[src/rtl/c2d_pkg.sv]
`default_nettype none
package c2d_pkg;
    typedef enum logic [1:0] {
        CMD_WR_PIX  = 2'd0,
        CMD_WR_COEF = 2'd1,
        CMD_COMPUTE = 2'd2,
        CMD_NONE    = 2'd3
    } t_cmd;

    typedef enum logic [1:0] {
        REG_WIDTH  = 2'd0,
        REG_HEIGHT = 2'd1,
        REG_RAD_X  = 2'd2,
        REG_RAD_Y  = 2'd3
    } t_reg;

    typedef enum logic [1:0] {
        ST_IDLE,
        ST_RUN,
        ST_DRAIN,
        ST_OUT
    } t_state;

    localparam int PIX_MAX = 255;

    // one request as handed from front to back
    typedef struct packed {
        t_cmd        cmd;
        logic [8:0]  pos_x;
        logic [8:0]  pos_y;
        logic [23:0] rgb;
        logic [7:0]  coef_index;
        logic [15:0] coef_value;
    } t_req;
endpackage
`default_nettype wire

[src/rtl/c2d_front.sv]
`default_nettype none
module c2d_front (
    input  wire               i_clk,
    input  wire               i_rst_n,
    input  wire               i_valid,
    output logic              o_ready,
    input  c2d_pkg::t_req     i_req,
    output logic              o_valid,
    input  wire               i_ready,
    output c2d_pkg::t_req     o_req
);
    // two-entry queue; command 3 is dropped here
    c2d_pkg::t_req r_q [2];
    logic          r_wp, r_rp;
    logic [1:0]    r_cnt;
    logic          push, pop;

    assign o_ready = (r_cnt != 2'd2);
    assign push    = i_valid && o_ready && (i_req.cmd != c2d_pkg::CMD_NONE);
    assign o_valid = (r_cnt != 2'd0);
    assign pop     = o_valid && i_ready;
    assign o_req   = r_q[r_rp];

    always_ff @(posedge i_clk) begin
        if (push) r_q[r_wp] <= i_req;
        if (!i_rst_n) begin
            r_wp <= 1'b0; r_rp <= 1'b0; r_cnt <= 2'd0;
        end else begin
            if (push) r_wp <= ~r_wp;
            if (pop)  r_rp <= ~r_rp;
            r_cnt <= r_cnt + {1'b0, push} - {1'b0, pop};
        end
    end
endmodule
`default_nettype wire

[config.mk]
export PLATFORM = sky130hd
export DESIGN_NAME = c2d_front
export DESIGN_NICKNAME = d
export VERILOG_FILES = /design/src/rtl/c2d_pkg.sv /design/src/rtl/c2d_front.sv
export SDC_FILE = /design/constraint.sdc
export NUM_CORES = 1
export LEC_CHECK = 0
export BUFFER_PORTS_ARGS = -buffer_cell sky130_fd_sc_hd__buf_2
export CORE_ASPECT_RATIO = 1.25
export CORE_UTILIZATION = 44
export CTS_CLUSTER_DIAMETER = 80
export DETAILED_ROUTE_END_ITERATION = 6
export HOLD_SLACK_MARGIN = 0.05
export PLACE_DENSITY = 0.69
export SLEW_MARGIN = 10
export SYNTH_ARGS = -nofsm -noshare
export SYNTH_HDL_FRONTEND = slang
export SYNTH_SLANG_ARGS = --single-unit
[constraint.sdc]
create_clock -name i_clk -period 9.9 [get_ports i_clk]
set_input_delay 1.98 -clock i_clk [delete_from_list [all_inputs] [get_ports i_clk]]
set_output_delay 1.98 -clock i_clk [all_outputs]
set_load 0.05 [all_outputs]
Word-level counts from Yosys, hierarchy flattened
Memory sizes are Yosys's and may differ from the RTL's. A register that Yosys moved wholly into a read port is not among the register bits.
Index checks and enable logic that the tools add are counted.
Widths: inputs -> output; s select.
{"block": "word_totals", "register_bits": 4, "ramBits": 136, "input_bits": 72, "out_inout_bits": 70, "elab_cells": 18, "n_memories": 1}
{"name": "r_q", "depth": 2, "word_bits": 68, "rd": 1, "rd_ports_with_merged_regs": 1, "wr": 1, "line": "c2d_front.sv:13", "text": "c2d_pkg::t_req r_q [2];"}
{"block": "classes", "addsub": 2, "eq_ne": 2, "n_mux": 4, "bitwise_logic": 2, "n_reduce_logical": 4}
{"op": "$mux 1", "count": 4}
{"op": "$ne 2x2->1 const B", "count": 2}
{"op": "$logic_and 1x1->1", "count": 3}
{"op": "$add 2x1->2", "count": 1}
{"op": "$not 1->1", "count": 2}
{"op": "$reduce_bool 2->1", "count": 1}
{"op": "$sub 2x1->2", "count": 1}

Longest topological paths before layout
Gate-level depths: netlist of the first run.
{"block": "depth", "word_depth": 5, "mapped_depth": 8, "mapped_depth_nobuf": 8}

Worst setup path after synthesis of the first run
Ideal clock, no wire load.
{"block": "synth_path", "path_type": "input port to flip-flop", "start": "input port i_req[66] (netlist name)", "end": "memory r_q[0][0] (netlist name) (enable)", "setup_time_ps": 495, "t_arrival_ps": 5072, "required_ps": 9405, "setup_slack_ps": 4333, "stages": 3, "n_path_buf": 0, "path_cell_list": "nand2_1 -> nand3_1 -> nor2_1"}
{"block": "synth_between", "elab_chain_len": 4}
{"element": "from (decl)", "line": "c2d_front.sv:7", "text": "input c2d_pkg::t_req i_req,"}
{"element": "$ne 2x2->1", "line": "c2d_front.sv:19", "text": "assign push = i_valid && o_ready && (i_req.cmd != c2d_pkg::CMD_NONE);"}
{"element": "$logic_and 1x1->1", "line": "c2d_front.sv:19"}
{"element": "$mux 1", "line": "c2d_front.sv:25", "text": "if (push) r_q[r_wp] <= i_req;"}
{"element": "$mux 1 (implied by the code)", "line": "c2d_front.sv:25"}
{"element": "to (decl)", "line": "c2d_front.sv:13"}
Every way passes these cells.

==> results.ini, run 1 <==
[run_status]
status=complete, no violations

[sta]
hold_viol=0
finalSetupViolations=0
fin_setup_tns_ns=0
hold_slack_ns=0.525
rsz0062_at_grt=no
slew_headroom_pct=32.0
report.final.slew_viol_count=0
finalClockSkew_ns=0.00568
finalCriticalPeriod_ns=4.10
fmax_mhz=244
worst_slew_pin_slew_ns=1.02
fin_crit_sh_pct=41.4

[clock_tree]
clock_sinks=141
path_clk_slew_ns=0.06
numCtsBuffers=17
post_cts_buffers=0
cts-resized-gates=0
cts-root-buf=clkbuf_16
htree_levels=4
clk_latency_ns=0.40
postCtsHoldBufs=0
max-clock-path-buffers=2
cts_tree=done

[setup_path]
path_buf_inv=1
worstPathCellList=mux2_2, buf_2
start_kind=register
crit_path_end_kind=output pin
worstSetupPathType=register to output pin
critPathTopFamily=flip-flops
critical_path.max_stage_delay_ns=1.01
arrival_ns=2.12
crit_path_top_delay_cell=dfxtp_4
crit_required_ns=7.92
cp_max_fo=68

[placed_design]
gp_congestion=0.683
hpwl_um=5230
port_buffers=141
placed_area_um2=6100

[drt]
dr.first_iter.drc_count=64
wire_per_inst_um=15.1
antenna_left=0
wl_um=8560
drtPass1Iterations=4
drc=0
vias_per_cell=4.69
num_vias=2654

[synthesis]
yosysMostFrequentCell=edfxtp_1
synth_area_per_cell_um2=22.0
synth_edf_count=136
ys_seq_elements=141
synth.top_cells.by_count=edfxtp_1, mux2_2, mux2_4, dfxtp_1, buf_2
syn_area_um2=5240
synth-main-ff-cell=edfxtp_1
syn_nets=312
async_reset_ff_share_pct=0
synth_largest_area_cell=edfxtp_1
synthCells=238
synth_top_area_share_pct=78.0
ys_seq_area_share_pct=79.9
synth_area_leaders=edfxtp_1, mux2_2, mux2_4, dfxtp_1, buf_8
synth.distinct_cells=19
yosysWarnings=0

[global_routing]
overflow=0
grt_pass1_vias=2656
track_usage_pct=14.2
grt_max_degree=69
antenna_found_initial=1
grt_pass1_wl_um=12800

[floorplan]
die_width_um=99.6
start_util_pct=45.1
die-area_um2=12300
core_um2=11600
io_pins=142
die_y_um=124
fp-row-count=44

[cells_and_area]
num_antenna_cells=0
stdcell_area_um2=6710
nFillCells=921
syn_to_final_growth_pct=28.2
layout-drive-gt1-share_pct=60.7
fin_nets=466

[power]
p_leak_uw=0.00254
ir_drop_uv=150
powerDensity_nw_per_um2=294
total_power_uw=1980

[flow_run]
cap_violations=0

[min_path]
min_path_type=register to register

## layout make-up
cell class	count	area, um^2	share of cell area, %
Timing Repair Buffer	143	721	10.7
Multi-Input combinational cell	87	986	14.7
Clock buffer	17	425	6.34
Clock inverter	15	183	2.72
Tap cell	161	201	3.00
Sequential cell	141	4190	62.4
Inverter	2	7.51	0.112
## cells in the final DEF, fill, tap and decap left out, types with 2 or more instances in the layout
cell type and count:
mux2_4 20, xnor2_1 3, inv_6 6, ha_1 2
clkbuf_16 17, edfxtp_1 136, inv_1 2, and2_1 2
bufinv_16 3, nor2b_1 2, mux2_2 48, dfxtp_1 4
nor2_4 2, clkinvlp_4 3, buf_4 2, buf_2 141
nand2_1 3
## cells by family after synthesis
| group | count (synthesis) | synth area share, % |
|---|---|---|
| xor+xnor | 3 | 0.502 |
| compound gates | 1 | 0.143 |
| simple gates | 12 | 1.17 |
| flops | 141 | 79.9 |
| fa+ha+maj | 2 | 0.478 |
| mux | 69 | 16.3 |
| buf+inv | 10 | 1.53 |
## final timing paths
path	to	depth (start not counted)	slack (ns)	start
setup reg to reg	r_q[1][34]$_DFFE_PP_	4	7.87	r_cnt[0]$_SDFF_PN0_
hold reg to reg	r_wp$_SDFFE_PN0N_	2	0.52	r_wp$_SDFFE_PN0N_
hold / removal	r_wp$_SDFFE_PN0N_	2	0.52	r_wp$_SDFFE_PN0N_
setup / recovery	o_req[8]	2	5.80	register
## sequential cells by signal, summed over array words and instances, names as in the netlist, named ones only
signal  flops
r_cnt       2
r_q       136
r_rp        1
r_wp        1
## tightest hold or removal path, cell delays in order, from the launching register on
cell	delay (ns)
dfxtp_1	0.34
nand2_1	0.07
mux2i_1	0.06
## routing by layer
layer | GRT usage (%) | vias up | part of all wire, %
li1 | - | 1242 | -
met1 | 15.8 | 1305 | 39
met2 | 24.5 | 94 | 53
met3 | 5.05 | 13 | 6.3
met4 | 6.62 | 0 | 1.5
met5 | 0 | - | 0
## per-stage QoR
stage | setup slack (ns) | cells | utilization, %
floorplan | 4.33 | 238 | -
global route | 5.68 | 566 | 57.8
CTS | 5.75 | 566 | 57.8
global placement | 6.19 | 534 | 52.5
finish | 5.80 | 566 | 57.8
detailed placement | 6.18 | 534 | 52.5
## where the power goes
part           internal [uW]  switching, uW
clock                    400            241
sequential               728           53.7
combinational            174            379
(Power assumes the default switching activity.)
==> run 2: changes to the inputs <==
--- a/config.mk
+++ b/config.mk
@@ -5,6 +5,7 @@
 export SDC_FILE = /design/constraint.sdc
 export NUM_CORES = 1
 export LEC_CHECK = 0
+export ABC_AREA = 1
 export BUFFER_PORTS_ARGS = -buffer_cell sky130_fd_sc_hd__buf_2
 export CORE_ASPECT_RATIO = 1.25
 export CORE_UTILIZATION = 44
==> constraint.sdc (replaced) <==
create_clock -name i_clk -period 3.95 [get_ports i_clk]
set_input_delay 0.79 -clock i_clk [delete_from_list [all_inputs] [get_ports i_clk]]
set_output_delay 0.79 -clock i_clk [all_outputs]
set_load 0.05 [all_outputs]
==> run 2 against run 1 <==
Synthesized cell count grew 5.0%. Wire length grew 7.0%. Non-clock buffer count increased by 1. Final cell count is 2.3% higher. Worst setup slack got worse by 4.8 ns. Clock skew rose by 0.00071 ns. Area after synthesis is 0.29% higher. Combinational power is 150% higher.
==> results.ini, run 2 <==
[run_status]
status=complete, no violations

[synthesis]
synth.distinct_cells=15
synth.top_cells.by_count=edfxtp_1, mux2_2, mux2_4, nand2_1, inv_1
synth_top_area_share_pct=77.8
synthCells=250
synth_area_per_cell_um2=21.0
synth-main-ff-cell=edfxtp_1
yosysWarnings=0
synthAdderAreaFrac_pct=0.477
synth_area_leaders=edfxtp_1, mux2_2, mux2_4, dfxtp_1, nand2_1
synth_xor_area_share_pct=0
ys_seq_elements=141
syn_nets=324
async_reset_ff_share_pct=0
synth_top_family_by_area=multiplexers
synth_largest_area_cell=edfxtp_1
yosysMostFrequentCell=edfxtp_1
syn_area_um2=5250
synth_compound_area_share_pct=0.238
synth_edf_count=136
ys_seq_area_share_pct=79.7
synth.area.mux_share_pct=16.0
yosys.area_share.simple_pct=1.55

[sta]
fmax_mhz=343
finalSetupViolations=0
report.final.slew_viol_count=0
finalClockSkew_ns=0.00639
hold_viol=0
fin_crit_sh_pct=73.8
finalCriticalPeriod_ns=2.91
rsz0062_at_grt=no
worst_slew_pin_slew_ns=1.03
slew_headroom_pct=31.2
fin_setup_tns_ns=0

[floorplan]
fp-row-count=44
io_pins=142
start_util_pct=45.2
die_width_um=99.7
die-area_um2=12400
core_um2=11600
die_y_um=124

[global_routing]
grt_pass1_wl_um=13700
grt_pass1_vias=2846
track_usage_pct=15.4
overflow=0
antenna_found_initial=0
grt_max_degree=69

[placed_design]
gp_congestion=0.711
hpwl_um=5730
port_buffers=141
place_inst=547

[drt]
num_vias=2735
dr.first_iter.drc_count=118
drtPass1Iterations=4
wl_um=9160
wire_per_inst_um=15.8
drc=0
antenna_left=0
vias_per_cell=4.72

[cells_and_area]
mostFrequentLayoutCells=buf_2, edfxtp_1, mux2_2, mux2_4, clkbuf_16
fin_nets=479
top_register=r_q
top_regs=r_q x136, r_cnt x2
layout-drive-gt1-share_pct=57.4
syn_to_final_growth_pct=27.4
largest_reg_flops=136
num_antenna_cells=0
fin_cells=579
final_common_cell=buf_2

[min_path]
holdPathStages=2
min_from=r_rp$_SDFFE_PN0P_
min_path_type=register to register

[clock_tree]
path_clk_slew_ns=0.06
post_cts_buffers=0
cts-root-buf=clkbuf_16
postCtsHoldBufs=0
cts_tree=done
cts-resized-gates=0
numCtsBuffers=17
clk_latency_ns=0.41
htree_levels=4
max-clock-path-buffers=2
clock_sinks=141

[power]
p_leak_uw=0.00256
total_power_uw=4850
ir_drop_uv=346
powerDensity_nw_per_um2=725

[setup_path]
worstSetupPathType=register to output pin
start_kind=register
ff2ff_path_depth=5
arrival_ns=2.12
cp_max_fo=68
crit_required_ns=3.16
reg2reg_from=r_cnt[0]$_SDFF_PN0_
crit_path_end_kind=output pin

[flow_run]
cap_violations=0

[run 2: changes by cell type in the layout (fill, tap and decap cells not counted), moves of 5 or more]
cell	before	now
inv_6	6	1
nand2_1	3	10
nor2_1	0	5
inv_1	2	8
[run 2: cells by family after synthesis]
logic type,count (synthesis)
compound gates,2
fa+ha+maj,2
buf+inv,17
flops,141
mux,68
simple gates,20
[run 2: final timing paths]
path,slack (ns),end
setup / recovery,1.04,o_req[6]
hold / removal,0.50,register
hold reg to reg,0.50,register
setup reg to reg,2.08,r_q[1][7]$_DFFE_PP_
[run 2: metrics by stage]
stage | hold slack [ns] | instance area [um^2] | worst slack [ns] | util (%)
floorplan | 0.451 | 5250 | 0.731 | -
global placement | 0.475 | 6130 | 1.43 | 52.8
detailed placement | 0.494 | 6130 | 1.43 | 52.8
CTS | 0.509 | 6690 | 0.976 | 57.6
global route | 0.552 | 6690 | 0.916 | 57.6
finish | 0.498 | 6690 | 1.04 | 57.6
[run 2: worst max-delay path, stage by stage, from the launching register on]
cell and delay, ns:
dfxtp_4 1.04, mux2_2 0.44, buf_2 0.22
[run 2: final cells by class]
cell class              instances  area, um^2
multi-input cells              92         967
fillers                       919        4930
flip-flops and latches        141        4190
inverters                       9        33.8
clock inverters                12         121
repair buffers                144         741
clock buffers                  20         437
well taps                     161         201
[run 2: report_power, final]
group	internal, uW	switching (uW)
Sequential	1830	134
Combinational	421	961
Clock	922	577
[run 2: layer usage]
layer	track usage [%]	part of all wire (%)	up-vias
met3	4.15	5.0	18
met5	0	0	-
met4	9.93	2.9	0
met1	16.8	39	1350
met2	26.4	53	91
li1	-	-	1276
